## config.mk

```make
export PLATFORM = sky130hd
export DESIGN_NAME = teleop_frame_gate_top
export DESIGN_NICKNAME = d
export VERILOG_FILES = /design/src/tfg_pkg.sv /design/src/teleop_frame_gate_top.sv /design/src/tfg_core.sv
export SDC_FILE = /design/constraint.sdc
export NUM_CORES = 1
export LEC_CHECK = 0
export ABC_AREA = 1
export BUFFER_PORTS_ARGS = -buffer_cell sky130_fd_sc_hd__buf_4
export CAP_MARGIN = 30
export CELL_PAD_IN_SITES_DETAIL_PLACEMENT = 0
export CELL_PAD_IN_SITES_GLOBAL_PLACEMENT = 1
export CORE_UTILIZATION = 44
export DETAILED_ROUTE_END_ITERATION = 10
export PLACE_DENSITY = 0.86
export SETUP_SLACK_MARGIN = 0.02
export SLEW_MARGIN = 0
export SYNTH_ARGS = -nofsm -noshare
export SYNTH_HDL_FRONTEND = slang
export SYNTH_SLANG_ARGS = --single-unit
```

## constraint.sdc

```tcl
create_clock -name i_clk -period 7.33 [get_ports i_clk]
set_clock_uncertainty 0.2 [all_clocks]
set_input_delay 0.3665 -clock i_clk [delete_from_list [all_inputs] [get_ports i_clk]]
set_output_delay 0.3665 -clock i_clk [all_outputs]
set_load 0.05 [all_outputs]
```

## src/tfg_pkg.sv

```systemverilog
// ----------------------------------------------------------------------------
// tfg_pkg: shared types and codes of the teleoperation frame gate
//
// Opcode, frame action and button action codes, and the structs that carry
// one decoded input item and one result between the top level and the core.
// ----------------------------------------------------------------------------
package tfg_pkg;

    // Opcodes carried in the input tuser
    localparam logic [2:0] OP_SET_ENABLE = 3'd0;
    localparam logic [2:0] OP_BUTTON     = 3'd1;
    localparam logic [2:0] OP_CLASSIFY   = 3'd2;
    localparam logic [2:0] OP_COMMIT     = 3'd3;
    localparam logic [2:0] OP_FRESHNESS  = 3'd4;

    // Frame classification results
    localparam logic [2:0] FA_IGNORE_DISABLED = 3'd0;
    localparam logic [2:0] FA_IGNORE_STALE    = 3'd1;
    localparam logic [2:0] FA_IGNORE_APPLIED  = 3'd2;
    localparam logic [2:0] FA_RESET_APPLY     = 3'd3;
    localparam logic [2:0] FA_APPLY           = 3'd4;

    // Button results
    localparam logic [1:0] BA_NONE   = 2'd0;
    localparam logic [1:0] BA_PAUSE  = 2'd1;
    localparam logic [1:0] BA_RESUME = 2'd2;

    localparam int unsigned TDATA_IN_BITS  = 232;
    localparam int unsigned TDATA_OUT_BITS = 72;

    typedef struct packed {
        logic [2:0]  opcode;
        logic        enable_value;
        logic [31:0] frame_epoch;
        logic [31:0] frame_sequence;
        logic [31:0] resync_generation;
        logic        discontinuity;
        logic        button_pressed;
        logic [63:0] receive_ns;
        logic [63:0] now_ns;
    } t_item;

    typedef struct packed {
        logic [2:0]  frame_action;
        logic [1:0]  button_action;
        logic [62:0] age_ns;
        logic        has_applied;
        logic        is_stale;
        logic        is_live;
        logic        is_enabled;
    } t_result;

endpackage

```

## src/teleop_frame_gate_top.sv

```systemverilog
// ----------------------------------------------------------------------------
// teleop_frame_gate_top: stream gate for teleoperation frames
//
// Accepts one item per clock while the result stream is not stalled and
// returns exactly one result per item, through the input register and then
// the result register. The rate of one item per cycle is set by the state
// update in the core: each item sees the state left by the one before it.
// The timeout register is written over its own valid/ready channel, which
// is always ready; write it only while no transaction is in flight.
// ----------------------------------------------------------------------------
module teleop_frame_gate_top #(
    parameter int unsigned COUNTER_BITS = 32
) (
    input  logic         i_clk,
    input  logic         i_rst_n,
    // Input stream
    input  logic         s_axis_tvalid,
    output logic         s_axis_tready,
    // tdata: enable_value[0], frame_epoch[32:1], frame_sequence[64:33],
    //        resync_generation[96:65], discontinuity[97], button_pressed[98],
    //        receive_ns[162:99], now_ns[226:163], zero fill[231:227]
    input  logic [tfg_pkg::TDATA_IN_BITS-1:0] s_axis_tdata,
    // tuser: opcode[2:0]
    input  logic [2:0]   s_axis_tuser,
    // Result stream
    output logic         m_axis_tvalid,
    input  logic         m_axis_tready,
    // tdata: frame_action[2:0], button_action[4:3], age_ns[67:5],
    //        has_applied[68], is_stale[69], is_live[70], is_enabled[71]
    output logic [tfg_pkg::TDATA_OUT_BITS-1:0] m_axis_tdata,
    // Timeout register write channel
    input  logic         i_cfg_valid,
    output logic         o_cfg_ready,
    input  logic [62:0]  i_cfg_data
);
    import tfg_pkg::*;

    localparam logic [62:0] TIMEOUT_RESET = 63'd500000000;

    t_item       r_in;
    logic        r_in_valid;
    t_result     r_out;
    logic        r_out_valid;
    logic [62:0] r_timeout_ns;
    t_result     core_result;
    logic        advance;

    // Evaluate the held item when the result register can take it
    assign advance       = r_in_valid && (!r_out_valid || m_axis_tready);
    assign s_axis_tready = !r_in_valid || advance;
    assign o_cfg_ready   = 1'b1;

    // Capture an accepted transaction into the input register
    always_ff @(posedge i_clk) begin
        if (!i_rst_n) begin
            r_in_valid <= 1'b0;
        end else if (s_axis_tready) begin
            r_in_valid <= s_axis_tvalid;
        end
    end

    always_ff @(posedge i_clk) begin
        if (s_axis_tvalid && s_axis_tready) begin
            r_in.opcode            <= s_axis_tuser;
            r_in.enable_value      <= s_axis_tdata[0];
            r_in.frame_epoch       <= s_axis_tdata[32:1];
            r_in.frame_sequence    <= s_axis_tdata[64:33];
            r_in.resync_generation <= s_axis_tdata[96:65];
            r_in.discontinuity     <= s_axis_tdata[97];
            r_in.button_pressed    <= s_axis_tdata[98];
            r_in.receive_ns        <= s_axis_tdata[162:99];
            r_in.now_ns            <= s_axis_tdata[226:163];
        end
    end

    // Hold the timeout register
    always_ff @(posedge i_clk) begin
        if (!i_rst_n) begin
            r_timeout_ns <= TIMEOUT_RESET;
        end else if (i_cfg_valid && o_cfg_ready) begin
            r_timeout_ns <= i_cfg_data;
        end
    end

    tfg_core #(
        .COUNTER_BITS (COUNTER_BITS)
    ) u_core (
        .i_clk        (i_clk),
        .i_rst_n      (i_rst_n),
        .i_step       (advance),
        .i_item       (r_in),
        .i_timeout_ns (r_timeout_ns),
        .o_result     (core_result)
    );

    // Load the result register, drop it once taken
    always_ff @(posedge i_clk) begin
        if (!i_rst_n) begin
            r_out_valid <= 1'b0;
        end else if (advance) begin
            r_out_valid <= 1'b1;
        end else if (m_axis_tready) begin
            r_out_valid <= 1'b0;
        end
    end

    always_ff @(posedge i_clk) begin
        if (advance) begin
            r_out <= core_result;
        end
    end

    assign m_axis_tvalid = r_out_valid;
    assign m_axis_tdata  = {r_out.is_enabled, r_out.is_live, r_out.is_stale,
                            r_out.has_applied, r_out.age_ns, r_out.button_action,
                            r_out.frame_action};

endmodule

```

## src/tfg_core.sv

```systemverilog
// ----------------------------------------------------------------------------
// tfg_core: gate state and single-pass item evaluation
//
// Holds the enable flag, the applied frame reference and the button history.
// Evaluates one item combinationally and updates the state on each step.
// ----------------------------------------------------------------------------
module tfg_core #(
    parameter int unsigned COUNTER_BITS = 32
) (
    input  logic            i_clk,
    input  logic            i_rst_n,
    input  logic            i_step,
    input  tfg_pkg::t_item  i_item,
    input  logic [62:0]     i_timeout_ns,
    output tfg_pkg::t_result o_result
);
    import tfg_pkg::*;

    // Counter width kept in state: the 32-bit fields reduced to COUNTER_BITS, capped at 32
    localparam int unsigned CW = (COUNTER_BITS < 32) ? COUNTER_BITS : 32;

    // Age of a frame: zero when either time is unknown or the frame is ahead
    function automatic logic [62:0] age_of(input logic [63:0] rx, input logic [63:0] now);
        logic [63:0] diff;
        logic        known;
        diff  = now - rx;
        known = (rx != 64'd0) && !rx[63] && (now != 64'd0) && !now[63];
        if (known && !diff[63] && (diff != 64'd0)) begin
            return diff[62:0];
        end
        return 63'd0;
    endfunction

    logic          r_enabled,        n_enabled;
    logic          r_awaiting,       n_awaiting;
    logic          r_applied_valid,  n_applied_valid;
    logic [CW-1:0] r_applied_epoch,  n_applied_epoch;
    logic [CW-1:0] r_applied_seq,    n_applied_seq;
    logic [CW-1:0] r_applied_resync, n_applied_resync;
    logic [63:0]   r_applied_rx,     n_applied_rx;
    logic          r_button_seen,    n_button_seen;
    logic [CW-1:0] r_button_epoch,   n_button_epoch;
    logic [CW-1:0] r_button_resync,  n_button_resync;
    logic          r_last_button,    n_last_button;

    logic [CW-1:0] epoch;
    logic [CW-1:0] seq;
    logic [CW-1:0] resync;
    logic [63:0]   age_rx;
    logic [62:0]   age;
    logic          age_stale;
    logic          rx_known;
    logic          toggle;
    logic          new_stream;
    t_result       res;

    assign epoch  = i_item.frame_epoch[CW-1:0];
    assign seq    = i_item.frame_sequence[CW-1:0];
    assign resync = i_item.resync_generation[CW-1:0];

    // One age subtractor: freshness uses the applied frame, classify the item
    assign age_rx    = (i_item.opcode == OP_FRESHNESS) ? r_applied_rx : i_item.receive_ns;
    assign age       = age_of(age_rx, i_item.now_ns);
    assign age_stale = (age >= i_timeout_ns);
    assign rx_known  = (i_item.receive_ns != 64'd0) && !i_item.receive_ns[63];
    assign new_stream = !r_button_seen || (epoch != r_button_epoch)
                        || (resync != r_button_resync);

    // Evaluate the item and form the next state
    always_comb begin
        n_enabled        = r_enabled;
        n_awaiting       = r_awaiting;
        n_applied_valid  = r_applied_valid;
        n_applied_epoch  = r_applied_epoch;
        n_applied_seq    = r_applied_seq;
        n_applied_resync = r_applied_resync;
        n_applied_rx     = r_applied_rx;
        n_button_seen    = r_button_seen;
        n_button_epoch   = r_button_epoch;
        n_button_resync  = r_button_resync;
        n_last_button    = r_last_button;
        toggle           = 1'b0;
        res              = '0;

        unique case (i_item.opcode)
            OP_SET_ENABLE: begin
                toggle = (i_item.enable_value != r_enabled);
            end
            OP_BUTTON: begin
                n_button_seen   = 1'b1;
                n_button_epoch  = epoch;
                n_button_resync = resync;
                n_last_button   = i_item.button_pressed;
                if (!new_stream && (r_last_button != i_item.button_pressed)) begin
                    toggle            = 1'b1;
                    res.button_action = r_enabled ? BA_PAUSE : BA_RESUME;
                end
            end
            OP_CLASSIFY: begin
                res.age_ns = age;
                if (!r_enabled) begin
                    res.frame_action = FA_IGNORE_DISABLED;
                end else if (!rx_known || age_stale) begin
                    res.frame_action = FA_IGNORE_STALE;
                end else if (r_applied_valid && ((epoch < r_applied_epoch) ||
                             ((epoch == r_applied_epoch) && (seq <= r_applied_seq)))) begin
                    res.frame_action = FA_IGNORE_APPLIED;
                end else if (!r_applied_valid || (epoch != r_applied_epoch) ||
                             i_item.discontinuity || (resync > r_applied_resync)) begin
                    res.frame_action = FA_RESET_APPLY;
                end else begin
                    res.frame_action = FA_APPLY;
                end
            end
            OP_COMMIT: begin
                n_applied_valid = 1'b1;
                n_applied_epoch = epoch;
                n_applied_seq   = seq;
                if (resync > r_applied_resync) begin
                    n_applied_resync = resync;
                end
                n_applied_rx = i_item.receive_ns;
                n_awaiting   = 1'b0;
            end
            OP_FRESHNESS: begin
                if (r_applied_valid) begin
                    res.age_ns = age;
                end
                if (r_enabled && r_applied_valid) begin
                    res.is_stale = age_stale;
                    res.is_live  = !r_awaiting && !age_stale;
                end
            end
            default: begin
            end
        endcase

        // Flip the enable level; enabling drops the applied reference
        if (toggle) begin
            n_enabled  = !r_enabled;
            n_awaiting = !r_enabled;
            if (!r_enabled) begin
                n_applied_valid  = 1'b0;
                n_applied_epoch  = '0;
                n_applied_seq    = '0;
                n_applied_resync = '0;
                n_applied_rx     = '0;
            end
        end

        res.has_applied = n_applied_valid;
        res.is_enabled  = n_enabled;
    end

    assign o_result = res;

    // Commit the next state on each evaluated transaction
    always_ff @(posedge i_clk) begin
        if (!i_rst_n) begin
            r_enabled        <= 1'b0;
            r_awaiting       <= 1'b0;
            r_applied_valid  <= 1'b0;
            r_applied_epoch  <= '0;
            r_applied_seq    <= '0;
            r_applied_resync <= '0;
            r_applied_rx     <= '0;
            r_button_seen    <= 1'b0;
            r_button_epoch   <= '0;
            r_button_resync  <= '0;
            r_last_button    <= 1'b0;
        end else if (i_step) begin
            r_enabled        <= n_enabled;
            r_awaiting       <= n_awaiting;
            r_applied_valid  <= n_applied_valid;
            r_applied_epoch  <= n_applied_epoch;
            r_applied_seq    <= n_applied_seq;
            r_applied_resync <= n_applied_resync;
            r_applied_rx     <= n_applied_rx;
            r_button_seen    <= n_button_seen;
            r_button_epoch   <= n_button_epoch;
            r_button_resync  <= n_button_resync;
            r_last_button    <= n_last_button;
        end
    end

    // A commit always leaves a valid applied reference
    a_commit_sets_valid: assert property (@(posedge i_clk) disable iff (!i_rst_n)
        (i_step && (i_item.opcode == OP_COMMIT)) |=> r_applied_valid)
        else $error("applied reference not valid after commit");

    // Set enable leaves the requested level
    a_set_enable_level: assert property (@(posedge i_clk) disable iff (!i_rst_n)
        (i_step && (i_item.opcode == OP_SET_ENABLE))
        |=> (r_enabled == $past(i_item.enable_value)))
        else $error("enable level differs from request");

    // A live report needs an enabled gate with a fresh applied frame
    a_live_consistent: assert property (@(posedge i_clk) disable iff (!i_rst_n)
        (i_step && res.is_live) |-> (res.is_enabled && res.has_applied && !res.is_stale))
        else $error("live reported without enabled fresh frame");

    // A pause leaves the gate disabled, a resume enabled and awaiting a frame
    a_button_toggle: assert property (@(posedge i_clk) disable iff (!i_rst_n)
        (i_step && (res.button_action == BA_RESUME)) |=> (r_enabled && r_awaiting
        && !r_applied_valid))
        else $error("resume did not re-arm the gate");

    a_button_pause: assert property (@(posedge i_clk) disable iff (!i_rst_n)
        (i_step && (res.button_action == BA_PAUSE)) |=> (!r_enabled && !r_awaiting))
        else $error("pause did not disable the gate");

endmodule
```

==> results of run 1 <==
==> worst max path at each step <==
| stage | slack [ns] | endpoint | cells past startpoint |
|---|---|---|---|
| 6_report | 0.48 | m_axis_tdata[1] | 30 |
| 5_1_grt | 0.03 | m_axis_tdata[1] | 37 |
| 4_1_cts | 0.32 | m_axis_tdata[0] | 35 |
| 3_5_place_dp | 0.34 | m_axis_tdata[0] | 35 |
| 3_3_place_gp | 0.41 | m_axis_tdata[0] | 30 |
| 2_1_floorplan | 0.97 | r_in[0] | 3 |
==> per-stage QoR <==
stage	hold slack [ns]	total power (W)	setup WS (ns)	utilization [%]	instances
after global placement	0.2514	0.005603	0.4074	49.41	5925
final	0.1006	0.009256	0.4752	56.55	6377
after CTS	0.07226	0.009277	0.3195	56.46	6370
after detailed placement	0.2554	0.005615	0.3375	49.51	5928
after global routing	0.1303	0.009641	0.03253	56.55	6376
after floorplan	0.2297	0.004898	0.9697	-	4609
==> logic make-up after synthesis <==
| group | synth area share (%) |
|---|---|
| xor gates and xnor gates | 0.8968 |
| other | 0.01067 |
| and+or+nand+nor | 24.78 |
| buffers and inverters | 10.72 |
| adders and majority gates | 7.388 |
| AOI/OAI and AO/OA | 13.67 |
| DFF | 42.54 |
==> metal layers <==
| layer | vias to the layer above | GRT usage (%) |
|---|---|---|
| li1 | 16570 | - |
| met1 | 15390 | 37.75 |
| met5 | - | 0 |
| met3 | 237 | 3.491 |
| met4 | 0 | 13.06 |
| met2 | 960 | 52.03 |
==> cell usage after synthesis, drive strengths merged, types with 27 or more instances <==
cell type / number / area [sq um]
nand2: 1196 / 4524
nor4: 66 / 427.9
nor2: 285 / 1127
o21ai: 240 / 1209
clkbuf: 139 / 521.8
nand4: 75 / 469.2
a21oi: 399 / 1997
nor3: 38 / 200.2
xor2: 29 / 254.0
buf: 27 / 246.5
nand3: 242 / 1599
ha: 206 / 2577
inv: 796 / 2988
edfxtp: 302 / 9069
dfxtp: 294 / 5886
o211ai: 162 / 1216
==> power by group through the flow <==
stage               clock network, W  logic (W)  registers [W]
detailed placement                 0    0.00176        0.00385
global placement                   0    0.00175        0.00385
floorplan                          0    0.00101        0.00389
finish                       0.00353    0.00194        0.00378
CTS                          0.00358    0.00192        0.00378
global route                 0.00372    0.00213        0.00380
==> cells in the final DEF (no fill, tap or decap), types with 9 or more instances in the layout <==
| master | instances |
|---|---|
| nand2_1 | 1181 |
| inv_1 | 786 |
| buf_4 | 430 |
| a21oi_1 | 398 |
| dlygate4sd3_1 | 319 |
| edfxtp_1 | 302 |
| dfxtp_1 | 294 |
| nor2_1 | 265 |
| o21ai_0 | 236 |
| ha_1 | 206 |
| nand3_1 | 164 |
| o211ai_1 | 162 |
| nand3_2 | 77 |
| nand4_1 | 75 |
| clkbuf_16 | 69 |
| nor4_1 | 65 |
| nor3_1 | 35 |
| xor2_1 | 29 |
| or2_2 | 20 |
| nand3b_1 | 18 |
| nor2_2 | 17 |
| clkbuf_1 | 16 |
| nand2_2 | 13 |
| a211oi_1 | 10 |
| clkbuf_8 | 9 |
==> flip-flops by register name (all words and copies together) (netlist names), 32 cells and up <==
| signal | cells |
|---|---|
| r_in | 230 |
| m_axis_tdata | 72 |
| u_core.r_applied_rx | 64 |
| r_timeout_ns | 63 |
| u_core.r_applied_epoch | 32 |
| u_core.r_applied_resync | 32 |
| u_core.r_applied_seq | 32 |
| u_core.r_button_epoch | 32 |
| u_core.r_button_resync | 32 |
==> what timing repair did <==
action	CTS	global route
resized for setup	0	5
endpoints found under the setup margin	0	5
hold buffers	319	0
buffers inserted	0	1
hold endpoints to repair	295	0
==> final cells by class <==
type | count | share of cell area (%)
Clock buffer | 96 | 4.305
Multi-Input combinational cell | 3048 | 36.91
Antenna cell | 5 | 0.02801
Timing Repair Buffer | 756 | 14.74
Inverter | 799 | 6.750
Sequential cell | 596 | 33.48
Clock inverter | 27 | 0.8486
Tap cell | 1050 | 2.941
==> worst max-delay path: cells and delay by family (launching register included) <==
| family | cells | cell delay [ns] |
|---|---|---|
| buf+inv | 6 | 1.30 |
| flops | 1 | 0.46 |
| fa+ha+maj | 2 | 0.45 |
| compound gates | 2 | 0.68 |
| simple gates | 20 | 3.43 |
==> impl_metrics.prom, run 1 <==
# TYPE chip_impl_metric gauge
chip_impl_info{name="maxUsedRoutingLayer",value="met4"} 1
chip_impl_info{name="grt_setup_unrepaired",value="no"} 1
chip_impl_metric{name="fin_tns_setup",unit="ns"} 0
chip_impl_metric{name="layout-area-overhead-vs-synth",unit="%"} 27.06
chip_impl_metric{name="post_synthesis_sequential_element_count",unit=""} 596
chip_impl_metric{name="worstMarginPinSlew",unit="ns"} 0.9876
chip_impl_info{name="worst_setup_path_startpoint",value="r_in[227]"} 1
chip_impl_metric{name="placement_rows",unit=""} 103
chip_impl_metric{name="pwr_density_cell",unit="mW/mm^2"} 207.2
chip_impl_metric{name="switching_power",unit="W"} 0.002862
chip_impl_metric{name="clkPwrFrac",unit="%"} 38.1
chip_impl_info{name="min_delay_worst_endpoint",value="r_timeout_ns[1]"} 1
chip_impl_metric{name="placedInstanceArea",unit="sq mm"} 0.03911
chip_impl_metric{name="synthDistinctLibCells",unit=""} 56
chip_impl_metric{name="synth_area",unit="sq mm"} 0.03516
chip_impl_metric{name="regToRegSetupSlack",unit="ns"} 0.48
chip_impl_info{name="run_status",value="finished clean"} 1
chip_impl_metric{name="via_count",unit=""} 33150
chip_impl_metric{name="synth_sequential_area_ratio",unit="%"} 42.54
chip_impl_metric{name="grt_max_degree",unit=""} 158
chip_impl_metric{name="grt_antenna_before_repair",unit=""} 5
chip_impl_metric{name="design.portCount",unit=""} 378
chip_impl_metric{name="syn_avg_cell_area",unit="sq um"} 7.628
chip_impl_metric{name="finalNetCount",unit=""} 5779
chip_impl_metric{name="critPathMaxStageDelay",unit="ns"} 0.64
chip_impl_metric{name="ratio_of_final_minimum_period_to_clock_period",unit="%"} 93.52
chip_impl_metric{name="port_buffers",unit=""} 371
chip_impl_info{name="critical_path.reg2reg.startpoint",value="r_in[227]"} 1
chip_impl_metric{name="route.met3.wl",unit="mm"} 6.170
chip_impl_metric{name="drcViolationCount",unit=""} 0
chip_impl_metric{name="grt-ovfl-total",unit=""} 0
chip_impl_metric{name="synth_nets",unit=""} 5119
chip_impl_metric{name="cp_max_fo",unit=""} 44
chip_impl_metric{name="cts_max_level",unit=""} 3
chip_impl_metric{name="final-max-slew-violation-count",unit=""} 0
chip_impl_metric{name="drt_first_pass_iters",unit=""} 5
chip_impl_metric{name="worstHoldPathCells",unit=""} 3
chip_impl_metric{name="drv.max_cap_violation_count",unit=""} 0
chip_impl_metric{name="wire_length_per_cell",unit="microns"} 19.39
chip_impl_info{name="timing.critical_path.mode_cell",value="nand2_1"} 1
chip_impl_metric{name="initial_utilization",unit="%"} 44.50
chip_impl_metric{name="die_area",unit="sq mm"} 0.08104
chip_impl_metric{name="synth_edf_count",unit=""} 302
chip_impl_metric{name="hold_violations",unit=""} 0
chip_impl_metric{name="timing.critical_path.required",unit="ns"} 7.50
chip_impl_metric{name="static-leakage-power",unit="nW"} 20.32
chip_impl_metric{name="place.detailed.hpwl",unit="mm"} 92.65
chip_impl_metric{name="report.final.setup_viol",unit=""} 0
chip_impl_info{name="critical_path.reg2reg.endpoint",value="m_axis_tdata[1]"} 1
chip_impl_info{name="tritoncts",value="done"} 1
chip_impl_metric{name="cts_inserted_buffers",unit=""} 68
chip_impl_metric{name="clkTransAtPathRegs",unit="ns"} 0.06
chip_impl_metric{name="asyncSetResetFlopFracSynth",unit="%"} 0
chip_impl_metric{name="worst_ep_arrival_time",unit="ns"} 7.03
chip_impl_metric{name="layout.area.seq",unit="sq mm"} 0.01495
chip_impl_metric{name="met1Wirelength",unit="mm"} 51.72
chip_impl_info{name="min_from",value="i_rst_n"} 1
chip_impl_metric{name="switching_share",unit="%"} 30.92
chip_impl_info{name="cp_slowest_cell",value="o21ai_0"} 1
chip_impl_metric{name="postLayoutCellArea",unit="sq mm"} 0.04467
chip_impl_metric{name="ant_nets",unit=""} 0
chip_impl_info{name="ys_dominant_reg_cell",value="edfxtp_1"} 1
chip_impl_info{name="crit_path_start_kind",value="flip-flop"} 1
chip_impl_metric{name="finalCriticalPeriod",unit="ns"} 6.855
chip_impl_metric{name="fmaxAchievable",unit="MHz"} 145.9
chip_impl_metric{name="postSynthCellCount",unit=""} 4609
chip_impl_info{name="setup.worst_path.end_class",value="flip-flop"} 1
chip_impl_metric{name="vdd_drop_max",unit="V"} 0.0001957
chip_impl_metric{name="rr_worst_depth",unit=""} 30
chip_impl_metric{name="initialDrtViolationCount",unit=""} 2461
chip_impl_metric{name="met2WireLength",unit="mm"} 60.08
chip_impl_metric{name="first_global_vias",unit=""} 31780
chip_impl_metric{name="routability_cong",unit=""} 1.038
chip_impl_metric{name="max-slew-margin-rel",unit="%"} 33.46
chip_impl_metric{name="clock_sink_count",unit=""} 596
chip_impl_metric{name="dieHeight",unit="microns"} 284.7
chip_impl_metric{name="synth_warnings",unit=""} 0
chip_impl_metric{name="pwr-share-seq",unit="%"} 40.9
chip_impl_metric{name="global_route_wire_length_before_repair",unit="mm"} 186.7
chip_impl_metric{name="detail_route.wirelength",unit="mm"} 123.7
chip_impl_metric{name="chipWidth",unit="microns"} 284.7
chip_impl_info{name="ctsRootBufferMaster",value="clkbuf_16"} 1
chip_impl_info{name="setup.worst_path.class",value="reg -> reg"} 1
chip_impl_metric{name="post_drt_via_cell_ratio",unit=""} 5.199
chip_impl_metric{name="number_of_filler_cells_placed_in_the_layout",unit=""} 7249
chip_impl_metric{name="clock_tree.buffer_depth",unit=""} 3
chip_impl_info{name="timing.hold.worst.class",value="in -> reg"} 1
chip_impl_metric{name="worstSkewPairLatency",unit="ns"} 0.63
chip_impl_metric{name="pwr-share-comb",unit="%"} 21.0
chip_impl_metric{name="layout-drive-gt1-share",unit="%"} 13.00
chip_impl_metric{name="multi_input_area",unit="sq mm"} 0.01649
chip_impl_metric{name="core_area",unit="sq mm"} 0.07900
chip_impl_metric{name="grt.total_usage",unit="%"} 30.12
chip_impl_metric{name="internal_power",unit="W"} 0.006393
Note: power is estimated with default switching activity, not from simulation.
==> inputs of run 2 (changes only) <==
--- a/config.mk
+++ b/config.mk
@@ -6,7 +6,7 @@
 export NUM_CORES = 1
 export LEC_CHECK = 0
 export ABC_AREA = 1
-export BUFFER_PORTS_ARGS = -buffer_cell sky130_fd_sc_hd__buf_4
+export BUFFER_PORTS_ARGS = -buffer_cell sky130_fd_sc_hd__buf_2
 export CAP_MARGIN = 30
 export CELL_PAD_IN_SITES_DETAIL_PLACEMENT = 0
 export CELL_PAD_IN_SITES_GLOBAL_PLACEMENT = 1
==> run 2 against run 1 <==
Effect of this change:
- core utilization down 1.6 points
- total power down 3.2%
- wire length down 1.8%
- sequential share of layout area up 0.98 points
- via count down 0.49%
- largest power group unchanged
- largest cell class unchanged
- register-to-register slack better by 0.09 ns
- hold slack worse by 0.059 ns
- combinational power down 4%
- clock power down 6.2%
==> impl_metrics.prom, run 2 (same netlist as run 1, synthesis figures left out) <==
# TYPE chip_impl_metric gauge
chip_impl_metric{name="pwr_density_cell",unit="mW/mm^2"} 206.4
chip_impl_metric{name="final_core_util",unit="%"} 54.94
chip_impl_metric{name="drv.max_cap_violation_count",unit=""} 0
chip_impl_metric{name="static-leakage-power",unit="nW"} 19.83
chip_impl_metric{name="chipWidth",unit="microns"} 284.7
chip_impl_metric{name="worst_ep_arrival_time",unit="ns"} 6.94
chip_impl_metric{name="place_worst_setup_slack",unit="ns"} 0.4403
chip_impl_metric{name="met2WireLength",unit="mm"} 58.80
chip_impl_metric{name="timing.critical_path.required",unit="ns"} 7.50
chip_impl_metric{name="place.detailed.hpwl",unit="mm"} 92.04
chip_impl_metric{name="global_route_wire_length_before_repair",unit="mm"} 182.8
chip_impl_metric{name="dieHeight",unit="microns"} 284.7
chip_impl_metric{name="die_area",unit="sq mm"} 0.08104
chip_impl_metric{name="final-max-slew-violation-count",unit=""} 0
chip_impl_info{name="timing.critical_path.max_delay_family",value="simple AND/OR/NAND/NOR gates"} 1
chip_impl_metric{name="layout-drive-gt1-share",unit="%"} 12.93
chip_impl_metric{name="cts_max_level",unit=""} 3
chip_impl_metric{name="drt_first_pass_iters",unit=""} 5
chip_impl_metric{name="post_drt_via_cell_ratio",unit=""} 5.186
chip_impl_info{name="grt_setup_unrepaired",value="no"} 1
chip_impl_metric{name="vdd_drop_max",unit="V"} 0.0002009
chip_impl_metric{name="regToRegSetupSlack",unit="ns"} 0.56
chip_impl_metric{name="rr_worst_depth",unit=""} 33
chip_impl_metric{name="routability_cong",unit=""} 1.052
chip_impl_metric{name="report.final.setup_viol",unit=""} 0
chip_impl_metric{name="design.portCount",unit=""} 378
chip_impl_metric{name="hold_violations",unit=""} 0
chip_impl_metric{name="cp_max_fo",unit=""} 94
chip_impl_metric{name="route.met3.wl",unit="mm"} 6.355
chip_impl_metric{name="grt_antenna_before_repair",unit=""} 4
chip_impl_metric{name="via_count",unit=""} 32990
chip_impl_metric{name="critPathMaxStageDelay",unit="ns"} 0.50
chip_impl_info{name="run_status",value="finished clean"} 1
chip_impl_metric{name="finalNetCount",unit=""} 5764
chip_impl_metric{name="first_global_vias",unit=""} 31700
chip_impl_metric{name="clock_sink_count",unit=""} 596
chip_impl_metric{name="fin_tns_setup",unit="ns"} 0
chip_impl_metric{name="wire_length_per_cell",unit="microns"} 19.09
chip_impl_metric{name="worstHoldPathCells",unit=""} 2
chip_impl_info{name="min_delay_worst_endpoint",value="r_timeout_ns[22]"} 1
chip_impl_metric{name="fmaxAchievable",unit="MHz"} 147.8
chip_impl_info{name="most_common_library_cell_in_the_layout_ignoring_fill_and_taps",value="nand2_1"} 1
chip_impl_info{name="timing.critical_path.mode_cell",value="nand2_1"} 1
chip_impl_info{name="crit_path_start_kind",value="flip-flop"} 1
chip_impl_metric{name="drcViolationCount",unit=""} 0
chip_impl_metric{name="worstSkewPairLatency",unit="ns"} 0.64
chip_impl_metric{name="grt-ovfl-total",unit=""} 0
chip_impl_metric{name="finalPower",unit="W"} 0.008957
chip_impl_metric{name="port_buffers",unit=""} 371
chip_impl_metric{name="met1Wirelength",unit="mm"} 50.24
chip_impl_metric{name="initial_utilization",unit="%"} 44.50
chip_impl_info{name="critical_path.reg2reg.endpoint",value="m_axis_tdata[1]"} 1
chip_impl_metric{name="clkTransAtPathRegs",unit="ns"} 0.06
chip_impl_metric{name="ant_nets",unit=""} 0
chip_impl_metric{name="layout-area-overhead-vs-synth",unit="%"} 23.45
chip_impl_metric{name="finalCriticalPeriod",unit="ns"} 6.765
chip_impl_metric{name="core_area",unit="sq mm"} 0.07900
chip_impl_info{name="min_from",value="i_cfg_valid"} 1
chip_impl_info{name="critical_path.reg2reg.startpoint",value="r_in[227]"} 1
chip_impl_metric{name="number_of_filler_cells_placed_in_the_layout",unit=""} 7377
chip_impl_metric{name="grt.total_usage",unit="%"} 29.52
chip_impl_metric{name="max-slew-margin-rel",unit="%"} 34.48
chip_impl_metric{name="placement_rows",unit=""} 103
chip_impl_metric{name="detail_route.wirelength",unit="mm"} 121.4
chip_impl_metric{name="largest_register_ff_count",unit=""} 230
chip_impl_info{name="maxUsedRoutingLayer",value="met5"} 1
chip_impl_metric{name="grt_max_degree",unit=""} 103
chip_impl_metric{name="ratio_of_final_minimum_period_to_clock_period",unit="%"} 92.30
chip_impl_metric{name="worstMarginPinSlew",unit="ns"} 0.9828
chip_impl_info{name="setup.worst_path.end_class",value="flip-flop"} 1
chip_impl_metric{name="worstPathBufferInverterCount",unit=""} 8
chip_impl_metric{name="initialDrtViolationCount",unit=""} 2275
chip_impl_info{name="tritoncts",value="done"} 1
chip_impl_metric{name="minimum_setup_slack_in_the_final_design",unit="ns"} 0.5646
chip_impl_info{name="layout.cells.most_common_list",value="nand2_1, inv_1, a21oi_1"} 1
chip_impl_info{name="ctsRootBufferMaster",value="clkbuf_16"} 1
chip_impl_info{name="largest_register",value="r_in"} 1
chip_impl_info{name="setup.worst_path.class",value="reg -> reg"} 1
chip_impl_info{name="cp_slowest_cell",value="buf_6"} 1
chip_impl_metric{name="clock_tree.buffer_depth",unit=""} 3
chip_impl_info{name="timing.hold.worst.class",value="in -> reg"} 1
chip_impl_metric{name="cts_inserted_buffers",unit=""} 68
-- run 2: power breakdown --
part	total, W	internal [W]	leakage [nW]	switching, W
Combinational	0.00186	0.000623	13.5	0.00124
Sequential	0.00379	0.00367	5.28	0.000118
Clock	0.00331	0.00185	1.03	0.00146
Total	0.00896	0.00614	19.8	0.00282
-- run 2: worst max-delay path by stage --
stage	cells past startpoint	startpoint	slack [ns]	end
floorplan	3	m_axis_tvalid	0.97	r_in[0]
global placement	39	r_in[227]	0.51	m_axis_tdata[1]
detailed placement	32	r_in[227]	0.44	m_axis_tdata[0]
CTS	32	r_in[227]	0.41	m_axis_tdata[0]
global route	40	r_in[227]	0.18	m_axis_tdata[2]
finish	33	r_in[227]	0.56	m_axis_tdata[1]
-- run 2: metrics by stage --
step | cells | cell area (sq um) | hold WS (ns)
floorplan | 4609 | 35160 | 0.2297
global placement | 5924 | 38080 | 0.2514
detailed placement | 5927 | 38150 | 0.2554
CTS | 6355 | 43340 | 0.007592
global route | 6359 | 43400 | 0.05007
finish | 6361 | 43400 | 0.04160
-- run 2: per-layer routing --
layer  vias to the layer above  track usage (%)
li1                      16500                -
met4                         2            13.83
met5                         -                0
met3                       254            3.483
met1                     15290            36.40
met2                       945            51.19
-- run 2: cell type report --
class / instances / area (sq um) / share of cell area (%)
Multi-Input combinational cell: 3048 / 16480 / 37.97
Clock inverter: 33 / 306.5 / 0.7063
Timing Repair Buffer: 741 / 5493 / 12.66
Clock buffer: 90 / 1828 / 4.212
Inverter: 799 / 3015 / 6.948
Tap cell: 1050 / 1314 / 3.027
Antenna cell: 4 / 10.01 / 0.02306
Sequential cell: 596 / 14950 / 34.46
-- run 2: what timing repair did --
action | in CTS | in global routing
setup endpoints to repair | 0 | 4
hold buffers | 305 | 0
endpoints found under the hold margin | 295 | 0
buffers inserted | 0 | 1
gates resized for setup | 0 | 4
-- run 2: worst register-to-register path, delay by kind of cell, from the launching register on --
| family | cells | cell delay (ns) |
|---|---|---|
| AND/OR/NAND/NOR | 21 | 3.17 |
| buffers and inverters | 8 | 1.65 |
| AO/OA/AOI/OAI | 2 | 0.38 |
| flip-flops | 1 | 0.45 |
| adder cells (fa/ha/maj) | 2 | 0.64 |
